===== src/rtl/kpad_pkg.sv =====
package kpad_pkg;

  localparam int SCAN_W = 16;
  localparam int KEY_IDX_W = 4;
  localparam int CODE_W = 7;
  localparam int DUTY_W = 8;

  localparam logic [DUTY_W-1:0] DUTY_RESET = 8'd50;
  localparam logic [DUTY_W-1:0] STEP_RESET = 8'd25;

  // characters that steer the duty levels
  localparam logic [CODE_W-1:0] CHAR_ONE   = 7'h31;
  localparam logic [CODE_W-1:0] CHAR_TWO   = 7'h32;
  localparam logic [CODE_W-1:0] CHAR_FOUR  = 7'h34;
  localparam logic [CODE_W-1:0] CHAR_FIVE  = 7'h35;
  localparam logic [CODE_W-1:0] CHAR_SEVEN = 7'h37;
  localparam logic [CODE_W-1:0] CHAR_EIGHT = 7'h38;
  localparam logic [CODE_W-1:0] CHAR_NONE  = 7'h00;

  typedef enum logic [2:0] {
    ACT_NONE,
    ACT_A_UP,
    ACT_A_DOWN,
    ACT_B_UP,
    ACT_B_DOWN,
    ACT_C_UP,
    ACT_C_DOWN
  } act_t;

  typedef struct packed {
    logic              seen;
    logic [CODE_W-1:0] code;
    act_t              act;
  } key_info_t;

  typedef struct packed {
    logic [DUTY_W-1:0] a;
    logic [DUTY_W-1:0] b;
    logic [DUTY_W-1:0] c;
  } duty_set_t;

  // key table, bit 0 upward: * 0 # D 7 8 9 C 4 5 6 B 1 2 3 A
  function automatic logic [CODE_W-1:0] key_char(input logic [KEY_IDX_W-1:0] idx);
    logic [CODE_W-1:0] ch;
    unique case (idx)
      4'd0:  ch = 7'h2A;
      4'd1:  ch = 7'h30;
      4'd2:  ch = 7'h23;
      4'd3:  ch = 7'h44;
      4'd4:  ch = 7'h37;
      4'd5:  ch = 7'h38;
      4'd6:  ch = 7'h39;
      4'd7:  ch = 7'h43;
      4'd8:  ch = 7'h34;
      4'd9:  ch = 7'h35;
      4'd10: ch = 7'h36;
      4'd11: ch = 7'h42;
      4'd12: ch = 7'h31;
      4'd13: ch = 7'h32;
      4'd14: ch = 7'h33;
      default: ch = 7'h41;
    endcase
    return ch;
  endfunction

endpackage


===== src/rtl/kpad_encode.sv =====
module kpad_encode (
  input  logic [kpad_pkg::SCAN_W-1:0] scan_first,
  input  logic [kpad_pkg::SCAN_W-1:0] scan_second,
  input  logic [kpad_pkg::SCAN_W-1:0] previous_pressed,
  output logic [kpad_pkg::SCAN_W-1:0] pressed,
  output kpad_pkg::key_info_t         info
);
  import kpad_pkg::*;

  logic [SCAN_W-1:0]    fresh;
  logic [KEY_IDX_W-1:0] idx;
  logic [CODE_W-1:0]    ch;

  assign pressed = scan_first & scan_second;
  assign fresh   = pressed & ~previous_pressed;

  // lowest set bit wins, so scan from the top down
  always_comb begin
    idx = '0;
    for (int i = SCAN_W - 1; i >= 0; i--) begin
      if (fresh[i]) begin
        idx = KEY_IDX_W'(i);
      end
    end
  end

  assign ch = key_char(idx);

  always_comb begin
    info.seen = |fresh;
    info.code = info.seen ? ch : CHAR_NONE;
    info.act  = ACT_NONE;
    if (info.seen) begin
      unique case (ch)
        CHAR_ONE:   info.act = ACT_A_UP;
        CHAR_TWO:   info.act = ACT_A_DOWN;
        CHAR_FOUR:  info.act = ACT_B_UP;
        CHAR_FIVE:  info.act = ACT_B_DOWN;
        CHAR_SEVEN: info.act = ACT_C_UP;
        CHAR_EIGHT: info.act = ACT_C_DOWN;
        default:    info.act = ACT_NONE;
      endcase
    end
  end

endmodule


===== src/rtl/kpad_levels.sv =====
module kpad_levels (
  input  logic                         clk,
  input  logic                         rst,
  input  logic                         cfg_wr_en,
  input  logic [kpad_pkg::DUTY_W-1:0]  cfg_wr_data,
  input  logic                         advance,
  input  logic [kpad_pkg::SCAN_W-1:0]  pressed,
  input  kpad_pkg::key_info_t          info,
  output logic [kpad_pkg::SCAN_W-1:0]  previous_pressed,
  output kpad_pkg::duty_set_t          duty_next
);
  import kpad_pkg::*;

  logic [DUTY_W-1:0] step_size;
  duty_set_t         duty;

  always_comb begin
    duty_next = duty;
    unique case (info.act)
      ACT_A_UP:   duty_next.a = duty.a + step_size;
      ACT_A_DOWN: duty_next.a = duty.a - step_size;
      ACT_B_UP:   duty_next.b = duty.b + step_size;
      ACT_B_DOWN: duty_next.b = duty.b - step_size;
      ACT_C_UP:   duty_next.c = duty.c + step_size;
      ACT_C_DOWN: duty_next.c = duty.c - step_size;
      default:    duty_next = duty;
    endcase
  end

  always_ff @(posedge clk) begin
    if (rst) begin
      step_size        <= STEP_RESET;
      previous_pressed <= '0;
      duty             <= '{a: DUTY_RESET, b: DUTY_RESET, c: DUTY_RESET};
    end else begin
      if (cfg_wr_en) begin
        step_size <= cfg_wr_data;
      end
      if (advance) begin
        previous_pressed <= pressed;
        duty             <= duty_next;
      end
    end
  end

endmodule


===== src/rtl/keypad_edge_encode_duty_adjust.sv =====
// channel   dir  payload (lowest bit first)
// s_*       in   tdata: scan_first[15:0], scan_second[31:16]
// m_*       out  tdata: key_code[6:0], duty_a[14:7], duty_b[22:15], duty_c[30:23], zero
//                tuser: key_seen
// cfg_wr_*  in   step_size, written at any edge with cfg_wr_en high and rst low
//
// one request per cycle sustained while m_tready stays high; a taken request
// passes through the input register, then the result register, with the single
// pass through the encoder and the duty adder between them
// rst is synchronous: clears the key map, duty levels to 50, step to 25
// a stall on m_tready holds the result; the input register still takes one
// more request if it is empty before s_tready drops
module keypad_edge_encode_duty_adjust (
  input  logic        clk,
  input  logic        rst,
  input  logic        s_tvalid,
  output logic        s_tready,
  input  logic [31:0] s_tdata,     // scan_first, scan_second
  output logic        m_tvalid,
  input  logic        m_tready,
  output logic [31:0] m_tdata,     // key_code, duty_a, duty_b, duty_c, zero fill
  output logic [0:0]  m_tuser,     // key_seen
  input  logic        cfg_wr_en,
  input  logic [7:0]  cfg_wr_data
);
  import kpad_pkg::*;

  logic              in_valid;
  logic [SCAN_W-1:0] in_first;
  logic [SCAN_W-1:0] in_second;
  logic              out_free;
  logic              advance;

  logic [SCAN_W-1:0] pressed;
  logic [SCAN_W-1:0] previous_pressed;
  key_info_t         info;
  duty_set_t         duty_next;

  logic              res_seen;
  logic [CODE_W-1:0] res_code;
  duty_set_t         res_duty;

  assign out_free = !m_tvalid || m_tready;
  assign advance  = in_valid && out_free;
  assign s_tready = !in_valid || out_free;

  kpad_encode u_encode (
    .scan_first       (in_first),
    .scan_second      (in_second),
    .previous_pressed (previous_pressed),
    .pressed          (pressed),
    .info             (info)
  );

  kpad_levels u_levels (
    .clk              (clk),
    .rst              (rst),
    .cfg_wr_en        (cfg_wr_en),
    .cfg_wr_data      (cfg_wr_data),
    .advance          (advance),
    .pressed          (pressed),
    .info             (info),
    .previous_pressed (previous_pressed),
    .duty_next        (duty_next)
  );

  // input register
  always_ff @(posedge clk) begin
    if (rst) begin
      in_valid <= 1'b0;
    end else if (s_tready) begin
      in_valid <= s_tvalid;
    end
    if (s_tvalid && s_tready) begin
      in_first  <= s_tdata[SCAN_W-1:0];
      in_second <= s_tdata[2*SCAN_W-1:SCAN_W];
    end
  end

  // result register
  always_ff @(posedge clk) begin
    if (rst) begin
      m_tvalid <= 1'b0;
    end else if (out_free) begin
      m_tvalid <= in_valid;
    end
    if (advance) begin
      res_seen <= info.seen;
      res_code <= info.code;
      res_duty <= duty_next;
    end
  end

  assign m_tdata = {1'b0, res_duty.c, res_duty.b, res_duty.a, res_code};
  assign m_tuser = res_seen;

endmodule


===== config.mk =====
export PLATFORM = sky130hd
export DESIGN_NAME = keypad_edge_encode_duty_adjust
export DESIGN_NICKNAME = d
export VERILOG_FILES = /design/src/rtl/kpad_pkg.sv /design/src/rtl/kpad_encode.sv /design/src/rtl/kpad_levels.sv /design/src/rtl/keypad_edge_encode_duty_adjust.sv
export SDC_FILE = /design/constraint.sdc
export NUM_CORES = 1
export LEC_CHECK = 0
export ABC_AREA = 1
export BUFFER_PORTS_ARGS = -buffer_cell sky130_fd_sc_hd__buf_2
export CAP_MARGIN = 15
export CORE_UTILIZATION = 55
export DETAILED_ROUTE_END_ITERATION = 16
export PLACE_DENSITY = 0.77
export RECOVER_POWER = 25
export SYNTH_ARGS = -nofsm -noshare
export SYNTH_HDL_FRONTEND = slang
export SYNTH_SLANG_ARGS = --single-unit

===== constraint.sdc =====
create_clock -name clk -period 8.55 [get_ports clk]
set_input_delay 0 -clock clk [delete_from_list [all_inputs] [get_ports clk]]
set_output_delay 0 -clock clk [all_outputs]
set_load 0.01 [all_outputs]

==> results.json, run 1 <==
{
  "outcome": "finished clean",
  "dp_hpwl_um": 8305,
  "setup_tns_ns": 0,
  "yosysSeqAreaShare_pct": 48.44,
  "cts_max_level": 4,
  "ff2ff_setup_slack_ns": 3.27,
  "worstSetupStartpointType": "flip-flop",
  "hold_viol": 0,
  "areaGrowthSynthToFinish_pct": 26.42,
  "drc": 0,
  "start_util_pct": 57.67,
  "slew_headroom_pct": 51.77,
  "endpoint_kind": "flip-flop",
  "avgSynthCellArea_um2": 9.086,
  "rsz0062_at_grt": "no",
  "grt_pass1_wl_um": 22470,
  "antenna_cells": 0,
  "worst_hold_startpoint": "rst",
  "slew_violations": 0,
  "regToRegStartpoint": "in_second[14]",
  "die_area_um2": 11390,
  "ys_types": 41,
  "cts_hold_buf": 57,
  "antenna_found_initial": 0,
  "fp.dieH_um": 106.7,
  "ys.warnings.count": 0,
  "maxCapViolations": 0,
  "min_period_ns": 5.279,
  "grt_max_degree": 44,
  "fin_cells": 950,
  "holdPathEnd": "m_tvalid",
  "wirelength_um": 13530,
  "arrival_ns": 5.56,
  "drt-initial-drc-count": 338,
  "cts_buffer_depth": 2,
  "cts-resized-gates": 0,
  "synth_nets": 741,
  "r2r.worst_path.cells": 40,
  "cp_slowest_cell": "nor2_1",
  "grt_pass1_vias": 4940,
  "critPathMaxFanout": 13,
  "cellLeakagePower_uw": 0.003332,
  "fmax_mhz": 189.4,
  "crit_top_cell": "nand2_1",
  "drt-pass1-iter-count": 4,
  "min_period_over_period_pct": 61.75,
  "die_w_um": 106.7,
  "stdcell_area_um2": 7627,
  "hold_depth": 2,
  "io_pins": 80,
  "avgRoutedWirePerCell_um": 14.24,
  "cp_slowest_stage_delay_ns": 0.50,
  "post_cts_buffers": 0,
  "timing.rr.end": "m_tdata[22]",
  "dpl_cell_area_um2": 6497,
  "clock_skew_ns": 0.007412,
  "core-area_um2": 10460,
  "cts_tree": "yes",
  "gr-total-overflow": 0,
  "final_antenna_net_count": 0,
  "vias_per_cell": 5.256,
  "hp-class": "primary input to flip-flop",
  "irDropWorstVdd_uv": 139.5,
  "crit_type": "flip-flop to flip-flop",
  "vias": 4993,
  "critPathBufInv": 5,
  "port_buffers": 78,
  "tightest_slew_ns": 0.7235,
  "layout-drive-gt1-share_pct": 19.78,
  "gp_congestion": 0.8562,
  "fillCellCount": 739,
  "required_ns": 8.83,
  "clk_pin_slew_worst_paths_ns": 0.06,
  "finalSetupViolCount": 0,
  "ys_seq_elements": 114,
  "rows": 37,
  "p_per_area_nw_per_um2": 223.1,
  "placedCellCount": 860,
  "synth_cells": 664,
  "clock-sinks": 114,
  "worst_skew_pair.late_latency_ns": 0.53,
  "gr-usage-all-layers_pct": 25.71,
  "netlist_area_um2": 6033,
  "path_delay_family": "simple AND/OR/NAND/NOR gates",
  "clockRootBuffer": "clkbuf_8",
  "finalNetCount": 878,
  "cts_made_buffers": 17
}
[state kept, by name, indices dropped and copies added, names as in the netlist]
signal                     count
m_tuser                        1
u_levels.step_size             8
u_levels.previous_pressed     16
in_valid                       1
m_tdata                       24
in_second                     16
u_levels.duty                 24
m_tvalid                       1
in_first                      16
res_code                       7
[worst register-to-register path, delay by kind of cell, from the launching register on]
family                   cells  cell delay (ns)
adder cells (fa/ha/maj)      2             0.57
AO/OA/AOI/OAI                7             1.15
AND/OR/NAND/NOR             26             2.45
flip-flops                   1             0.42
buffers and inverters        5             0.43
[cell usage in the layout, fill, tap and decap left out, types with 29 or more instances in the layout]
cell type,n
a21oi_1,73
buf_2,57
dfxtp_1,50
dlygate4sd3_1,57
edfxtp_1,64
ha_1,29
inv_1,83
nand2_1,118
nor2_1,41
o21ai_0,51
[metal layers]
layer  vias up  global-route usage [%]  part of all wire, %
met5         -                       0                    0
met4         0                   11.55                  3.1
met3        40                   7.295                  4.9
met2       153                   45.30                   51
met1      2311                   28.75                   41
li1       2489                       -                    -
[area by class of cell]
| cell class | instances | area, um2 | area share, % |
|---|---|---|---|
| multi-input cells | 438 | 2654 | 34.79 |
| repair buffers | 138 | 977.2 | 12.81 |
| well taps | 136 | 170.2 | 2.231 |
| flip-flops and latches | 114 | 2923 | 38.32 |
| inverters | 92 | 345.3 | 4.528 |
| clock buffers | 18 | 427.9 | 5.610 |
| clock inverters | 14 | 130.1 | 1.706 |
[kinds of logic (layout without fill, tap and decap cells)]
group,after synthesis,in the layout,share of synthesized area (%)
buffers and inverters,112,262,7.569
muxes,3,3,0.5599
adders and majority gates,32,32,7.010
DFF,114,114,48.44
other,1,1,0.06216
and+or+nand+nor,232,232,17.83
AOI/OAI and AO/OA,155,155,16.34
xor gates and xnor gates,15,15,2.177
[metrics by stage]
stage	hold slack, ns	setup slack (ns)	utilization (%)	power [uW]
3_5_place_dp	0.1781	3.494	62.10	1026
3_3_place_gp	0.1762	3.702	62.10	1011
4_1_cts	0.07205	3.377	72.89	1702
6_report	0.06962	3.271	72.90	1702
2_1_floorplan	0.09887	4.186	-	949.8
5_1_grt	0.1304	2.680	72.90	1792
[worst max-delay path by stage]
| stage | from | endpoint | slack, ns | cells past startpoint |
|---|---|---|---|---|
| final | in_second[14] | m_tdata[22] | 3.27 | 40 |
| after global routing | in_second[14] | m_tdata[22] | 2.68 | 40 |
| after CTS | in_second[14] | m_tdata[22] | 3.38 | 40 |
| after detailed placement | in_second[14] | m_tdata[22] | 3.49 | 40 |
| after global placement | in_second[14] | m_tdata[22] | 3.70 | 40 |
| after floorplan | in_second[14] | m_tdata[22] | 4.19 | 41 |
[power by group]
part | leakage (uW) | internal (uW) | switching, uW | total (uW)
clock | 0.000262 | 395 | 261 | 655
sequential | 0.00102 | 627 | 18.9 | 646
combinational | 0.00205 | 153 | 248 | 400
[cell usage after synthesis]
cell	count	share of area, %
ha_1	29	6.0
nor2_2	13	1.3
xor2_1	11	1.6
buf_4	1	0.12
mux2_2	3	0.56
o21ai_0	51	4.2
o21ai_4	1	0.27
nand2_1	118	7.3
fa_1	3	1.0
buf_2	1	0.083
inv_2	7	0.44
clkbuf_1	15	0.93
a21oi_4	2	0.54
nand3_2	3	0.50
nand3_1	26	2.2
nand4_1	5	0.52
nor2_1	41	2.6
nor3_2	2	0.33
buf_12	1	0.33
dfxtp_1	50	17
inv_1	84	5.2
or2_2	3	0.31
nor2_4	4	0.75
o21ai_2	11	1.6
nor3_1	2	0.17
nand3b_1	1	0.12
nand2_4	3	0.56
edfxtp_1	64	32
a31oi_4	7	2.5
xnor2_1	4	0.58
o21bai_2	1	0.19
a21oi_1	73	6.1
buf_6	2	0.37
nand2_2	8	0.83
or2_1	2	0.21
o21ai_1	3	0.25
clkinv_1	1	0.062
a211oi_1	3	0.37
conb_1	1	0.062
or2_4	1	0.15
o21bai_1	3	0.37
Note: power is estimated with default switching activity, not from simulation.
==> inputs of run 2 (changes only) <==
==> constraint.sdc (replaced) <==
create_clock -name clk -period 5.1 [get_ports clk]
set_input_delay 0 -clock clk [delete_from_list [all_inputs] [get_ports clk]]
set_output_delay 0 -clock clk [all_outputs]
set_load 0.01 [all_outputs]
==> run 2 against run 1 <==
Against the previous run:
- cell count up 0.63%
- via count increased by 1.9%
- critical endpoint is now m_tdata[30]
- first-iteration DRC count fell by 27%
==> results.json, run 2 (synthesized netlist as in run 1, its figures left out) <==
{
  "arrival_ns": 5.02,
  "maxCapViolations": 0,
  "regToRegStartpoint": "in_second[14]",
  "die_w_um": 106.7,
  "post-place-ws_ns": 0.3770,
  "layout-drive-gt1-share_pct": 21.95,
  "antenna_cells": 0,
  "final_common_cell": "nand2_1",
  "die_area_um2": 11390,
  "drt-pass1-iter-count": 6,
  "io_pins": 80,
  "endpoint": "m_tdata[30]",
  "rsz0062_at_grt": "yes",
  "clockRootBuffer": "clkbuf_8",
  "clk_pin_slew_worst_paths_ns": 0.06,
  "grt_max_degree": 44,
  "slew_violations": 0,
  "cp_slowest_stage_delay_ns": 0.41,
  "finalWorstSetupSlack_ns": 0.3614,
  "start_util_pct": 57.67,
  "port_buffers": 78,
  "hold_viol": 0,
  "drt-initial-drc-count": 246,
  "cellLeakagePower_uw": 0.003362,
  "core-area_um2": 10460,
  "timing.hold.ws_ns": 0.07659,
  "grt_pass1_vias": 5144,
  "fp.dieH_um": 106.7,
  "crit_top_cell": "nand2_1",
  "worst_skew_pair.late_latency_ns": 0.53,
  "gr-total-overflow": 0,
  "gp_congestion": 0.8706,
  "wirelength_um": 14470,
  "vias": 5088,
  "min_period_over_period_pct": 92.91,
  "worstSetupStartpointType": "flip-flop",
  "finalNetCount": 884,
  "placedCellCount": 862,
  "p_per_area_nw_per_um2": 376.4,
  "ff2ff_setup_slack_ns": 0.36,
  "avgRoutedWirePerCell_um": 15.13,
  "power_uw": 2903,
  "areaGrowthSynthToFinish_pct": 27.81,
  "rows": 37,
  "grt_pass1_wl_um": 23530,
  "cts_made_buffers": 17,
  "clock_skew_ns": 0.006680,
  "dp_hpwl_um": 8581,
  "antenna_found_initial": 0,
  "cts_max_level": 4,
  "mostFrequentLayoutCells": "118 x nand2_1, 81 x inv_1, 67 x a21oi_1",
  "cp_slowest_cell": "edfxtp_1",
  "slew_headroom_pct": 51.51,
  "fmax_mhz": 211.0,
  "outcome": "finished clean",
  "timing.rr.end": "m_tdata[30]",
  "clock-sinks": 114,
  "critPathMaxFanout": 13,
  "crit_start": "in_second[14]",
  "vias_per_cell": 5.322,
  "gr-usage-all-layers_pct": 26.92,
  "irDropWorstVdd_uv": 267.8,
  "fin_cells": 956,
  "min_period_ns": 4.739,
  "r2r.worst_path.cells": 39,
  "final_antenna_net_count": 0,
  "hp-class": "primary input to flip-flop",
  "crit_type": "flip-flop to flip-flop",
  "required_ns": 5.38,
  "tightest_slew_ns": 0.7274,
  "finalSetupViolCount": 0,
  "endpoint_kind": "flip-flop",
  "cts_tree": "yes",
  "drc": 0,
  "cts_buffer_depth": 2
}
## run 2: changes by cell type in the layout (fill, tap and decap cells not counted), moves of 2 or more
cell,before,now
a21oi_2,0,6
dlygate4sd3_1,57,55
buf_4,2,9
nor2_1,41,39
a21oi_1,73,67
inv_2,8,10
inv_1,83,81
## run 2: layer usage
metal	GRT usage [%]	routed length, um	share of wire (%)
met3	6.079	729	5.0
met2	48.71	7574	52
met5	0	0	0
met1	30.14	5730	40
met4	11.84	435	3.0
## run 2: area by class of cell
| type | count | area [um2] |
|---|---|---|
| flip-flops and latches | 114 | 2923 |
| fillers | 718 | 2751 |
| multi-input cells | 438 | 2701 |
| repair buffers | 144 | 1021 |
| clock buffers | 18 | 417.9 |
| inverters | 92 | 345.3 |
| well taps | 136 | 170.2 |
| clock inverters | 14 | 132.6 |
## run 2: stage by stage
step / utilization [%] / setup TNS (ns) / instance area [um2]
final: 73.70 / 0 / 7711
after CTS: 72.77 / 0 / 7614
after floorplan: - / 0 / 6033
after detailed placement: 62.25 / 0 / 6513
after global placement: 62.25 / 0 / 6513
after global routing: 73.70 / -0.3996 / 7711
## run 2: how the worst min path moves through the flow
| stage | from | endpoint | slack [ns] | depth (start not counted) |
|---|---|---|---|---|
| final | rst | m_tvalid | 0.08 | 2 |
| after global routing | rst | m_tvalid | 0.11 | 2 |
| after CTS | rst | m_tvalid | 0.07 | 2 |
| after detailed placement | s_tdata[11] | in_first[11] | 0.18 | 1 |
| after global placement | s_tdata[8] | in_first[8] | 0.18 | 1 |
| after floorplan | s_tdata[0] | in_first[0] | 0.1 | 0 |
## run 2: timing repair
action                     CTS  global route
hold endpoints to repair    42             0
hold buffers                55             0
gates resized for setup      0            15
setup buffers                0             5
setup endpoints to repair    0            10
## run 2: worst max-delay path, delay by kind of cell, from the launching register on
family	cells	cell delay, ns
simple gates	28	2.34
compound gates	5	0.68
fa+ha+maj	2	0.63
buf+inv	4	0.42
flops	1	0.41
## run 2: where the power goes
part | internal [uW] | leakage [uW] | switching (uW)
clock network | 651 | 0.000257 | 456
registers | 1050 | 0.00102 | 32.0
logic | 272 | 0.00209 | 441
total | 1970 | 0.00336 | 929
==> inputs of run 3 (changes only) <==
--- a/config.mk
+++ b/config.mk
@@ -10,6 +10,7 @@
 export CAP_MARGIN = 15
 export CORE_UTILIZATION = 55
 export DETAILED_ROUTE_END_ITERATION = 16
+export GPL_TIMING_DRIVEN = 0
 export PLACE_DENSITY = 0.77
 export RECOVER_POWER = 25
 export SYNTH_ARGS = -nofsm -noshare
==> run 3 against run 2 <==
Against the previous run:
- maximum frequency is 1.6% lower
- register-to-register slack worse by 0.08 ns
- clock-buffer cell count decreased by 1
- final area grew 2.5%
- global-route usage up 0.80 points
- critical endpoint is now m_tdata[22]
==> results.json, run 3 (synthesized netlist as in run 1, its figures left out) <==
{
  "critPathMaxFanout": 10,
  "cts_buffer_depth": 2,
  "worst_skew_pair.late_latency_ns": 0.53,
  "slew_headroom_pct": 53.14,
  "cp_slowest_stage_delay_ns": 0.40,
  "drt-pass1-iter-count": 5,
  "slew_violations": 0,
  "fp.dieH_um": 106.7,
  "cts_tree": "yes",
  "antenna_found_initial": 0,
  "worstSetupStartpointType": "flip-flop",
  "stdcell_area_um2": 7905,
  "fillCellCount": 684,
  "clockPowerShare_pct": 36.5,
  "die_w_um": 106.7,
  "final_common_cell": "nand2_1",
  "outcome": "finished clean",
  "irDropWorstVdd_uv": 235.4,
  "arrival_ns": 5.08,
  "p_seq_share_pct": 37.2,
  "required_ns": 5.37,
  "avgRoutedWirePerCell_um": 15.50,
  "grt_max_degree": 33,
  "fin_util_pct": 75.56,
  "gr-usage-all-layers_pct": 27.72,
  "drc": 0,
  "clockRootBuffer": "clkbuf_8",
  "r2r.worst_path.cells": 41,
  "layout-drive-gt1-share_pct": 23.09,
  "grt_pass1_vias": 5212,
  "dpl_cell_area_um2": 6618,
  "clk_pin_slew_worst_paths_ns": 0.06,
  "intPower_uw": 1958,
  "antenna_cells": 0,
  "cp_slowest_cell": "edfxtp_1",
  "fmax_mhz": 207.6,
  "p_per_area_nw_per_um2": 368.5,
  "min_period_ns": 4.816,
  "crit_top_cell": "nand2_1",
  "worst_hold_startpoint": "s_tdata[23]",
  "vias": 5264,
  "wirelength_um": 15070,
  "clock_skew_ns": 0.007378,
  "areaGrowthSynthToFinish_pct": 31.02,
  "start_util_pct": 57.67,
  "gr-total-overflow": 0,
  "die_area_um2": 11390,
  "hold_viol": 0,
  "netSwitchingPower_uw": 955.4,
  "finalSetupViolCount": 0,
  "cellLeakagePower_uw": 0.003425,
  "maxCapViolations": 0,
  "gp_congestion": 0.8626,
  "mostFrequentLayoutCells": "116 x nand2_1, 82 x inv_1, 64 x edfxtp_1",
  "finalNetCount": 900,
  "grt_pass1_wl_um": 24100,
  "min_period_over_period_pct": 94.44,
  "clock-sinks": 114,
  "cts_max_level": 4,
  "endpoint_kind": "flip-flop",
  "pwr-share-comb_pct": 26.3,
  "port_buffers": 77,
  "final-seq-area_um2": 2923,
  "core-area_um2": 10460,
  "dp_hpwl_um": 9429,
  "p_sw_share_pct": 32.79,
  "rows": 37,
  "multi_input_area_um2": 2778,
  "crit_start": "in_first[14]",
  "regToRegStartpoint": "in_first[14]",
  "hp-class": "primary input to flip-flop",
  "drt-initial-drc-count": 339,
  "io_pins": 80,
  "hold_depth": 2,
  "cts_made_buffers": 17,
  "vias_per_cell": 5.416,
  "final_antenna_net_count": 0,
  "crit_type": "flip-flop to flip-flop",
  "tightest_slew_ns": 0.7029
}
-- run 3: cell types whose count changed in the layout (fill, tap and decap cells not counted), moves of 3 or more --
cell,change
buf_6,+5
clkinv_4,+3
clkbuf_1,+10
a21oi_1,-4
o21ai_0,-3
o21ai_1,+3
buf_4,-4
inv_6,+3
-- run 3: per-layer routing --
layer	part of all wire [%]	vias up	GRT usage [%]	wire [um]
li1	-	2546	-	-
met1	40	2466	32.35	6029
met2	51	210	47.93	7663
met3	6.5	42	7.477	979
met4	2.6	0	11.74	397
met5	0	-	0	0
-- run 3: repair_timing --
| action | in CTS | in global routing |
|---|---|---|
| hold buffers | 57 | 0 |
| gates resized for setup | 4 | 44 |
| setup endpoints to repair | 3 | 18 |
| cloned | 0 | 0 |
| endpoints found under the hold margin | 44 | 0 |
| pin swaps | 0 | 13 |
| buffers inserted | 0 | 4 |
-- run 3: metrics by stage --
| stage | std cells | TNS, ns | setup slack [ns] | total power (uW) | hold slack (ns) |
|---|---|---|---|---|---|
| 2_1_floorplan | 664 | 0 | 0.7356 | 1592 | 0.09887 |
| 3_3_place_gp | 877 | 0 | 0.1515 | 1715 | 0.1765 |
| 3_5_place_dp | 878 | -0.07905 | -0.06961 | 1748 | 0.1781 |
| 4_1_cts | 967 | 0 | 0.004763 | 2846 | 0.1616 |
| 5_1_grt | 972 | -0.3033 | -0.1032 | 3048 | 0.1703 |
| 6_report | 972 | 0 | 0.2836 | 2913 | 0.1734 |
-- run 3: path summary, 6_finish.rpt --
kind	slack [ns]	endpoint
worst max-delay path	0.28	m_tdata[22]
worst min-delay path	0.17	in_second[7]
worst max register to register	0.28	m_tdata[22]
worst min register to register	0.45	u_levels.previous_pressed[14]
-- run 3: power by group through the flow --
stage / Clock (uW) / Sequential (uW) / Combinational (uW)
6_report: 1060 / 1080 / 766
5_1_grt: 1120 / 1090 / 844
2_1_floorplan: 0 / 1110 / 487
3_3_place_gp: 0 / 1100 / 618
3_5_place_dp: 0 / 1100 / 648
4_1_cts: 1070 / 1080 / 695
-- run 3: final cells by class --
| type | count | share of cell area [%] |
|---|---|---|
| sequential | 114 | 36.97 |
| buffer | 20 | 1.709 |
| tap | 136 | 2.153 |
| timing repair buffer | 140 | 12.84 |
| multi-input combinational | 438 | 35.14 |
| clock inverter | 15 | 1.583 |
| inverter | 92 | 4.368 |
| clock buffer | 17 | 5.239 |
-- run 3: critical path: cells and delay by family, from the launching register on --
kind	cells	cell delay [ns]
adder cells (fa/ha/maj)	2	0.55
AND/OR/NAND/NOR	25	2.08
AO/OA/AOI/OAI	8	1.03
flip-flops	1	0.40
buffers and inverters	6	0.50
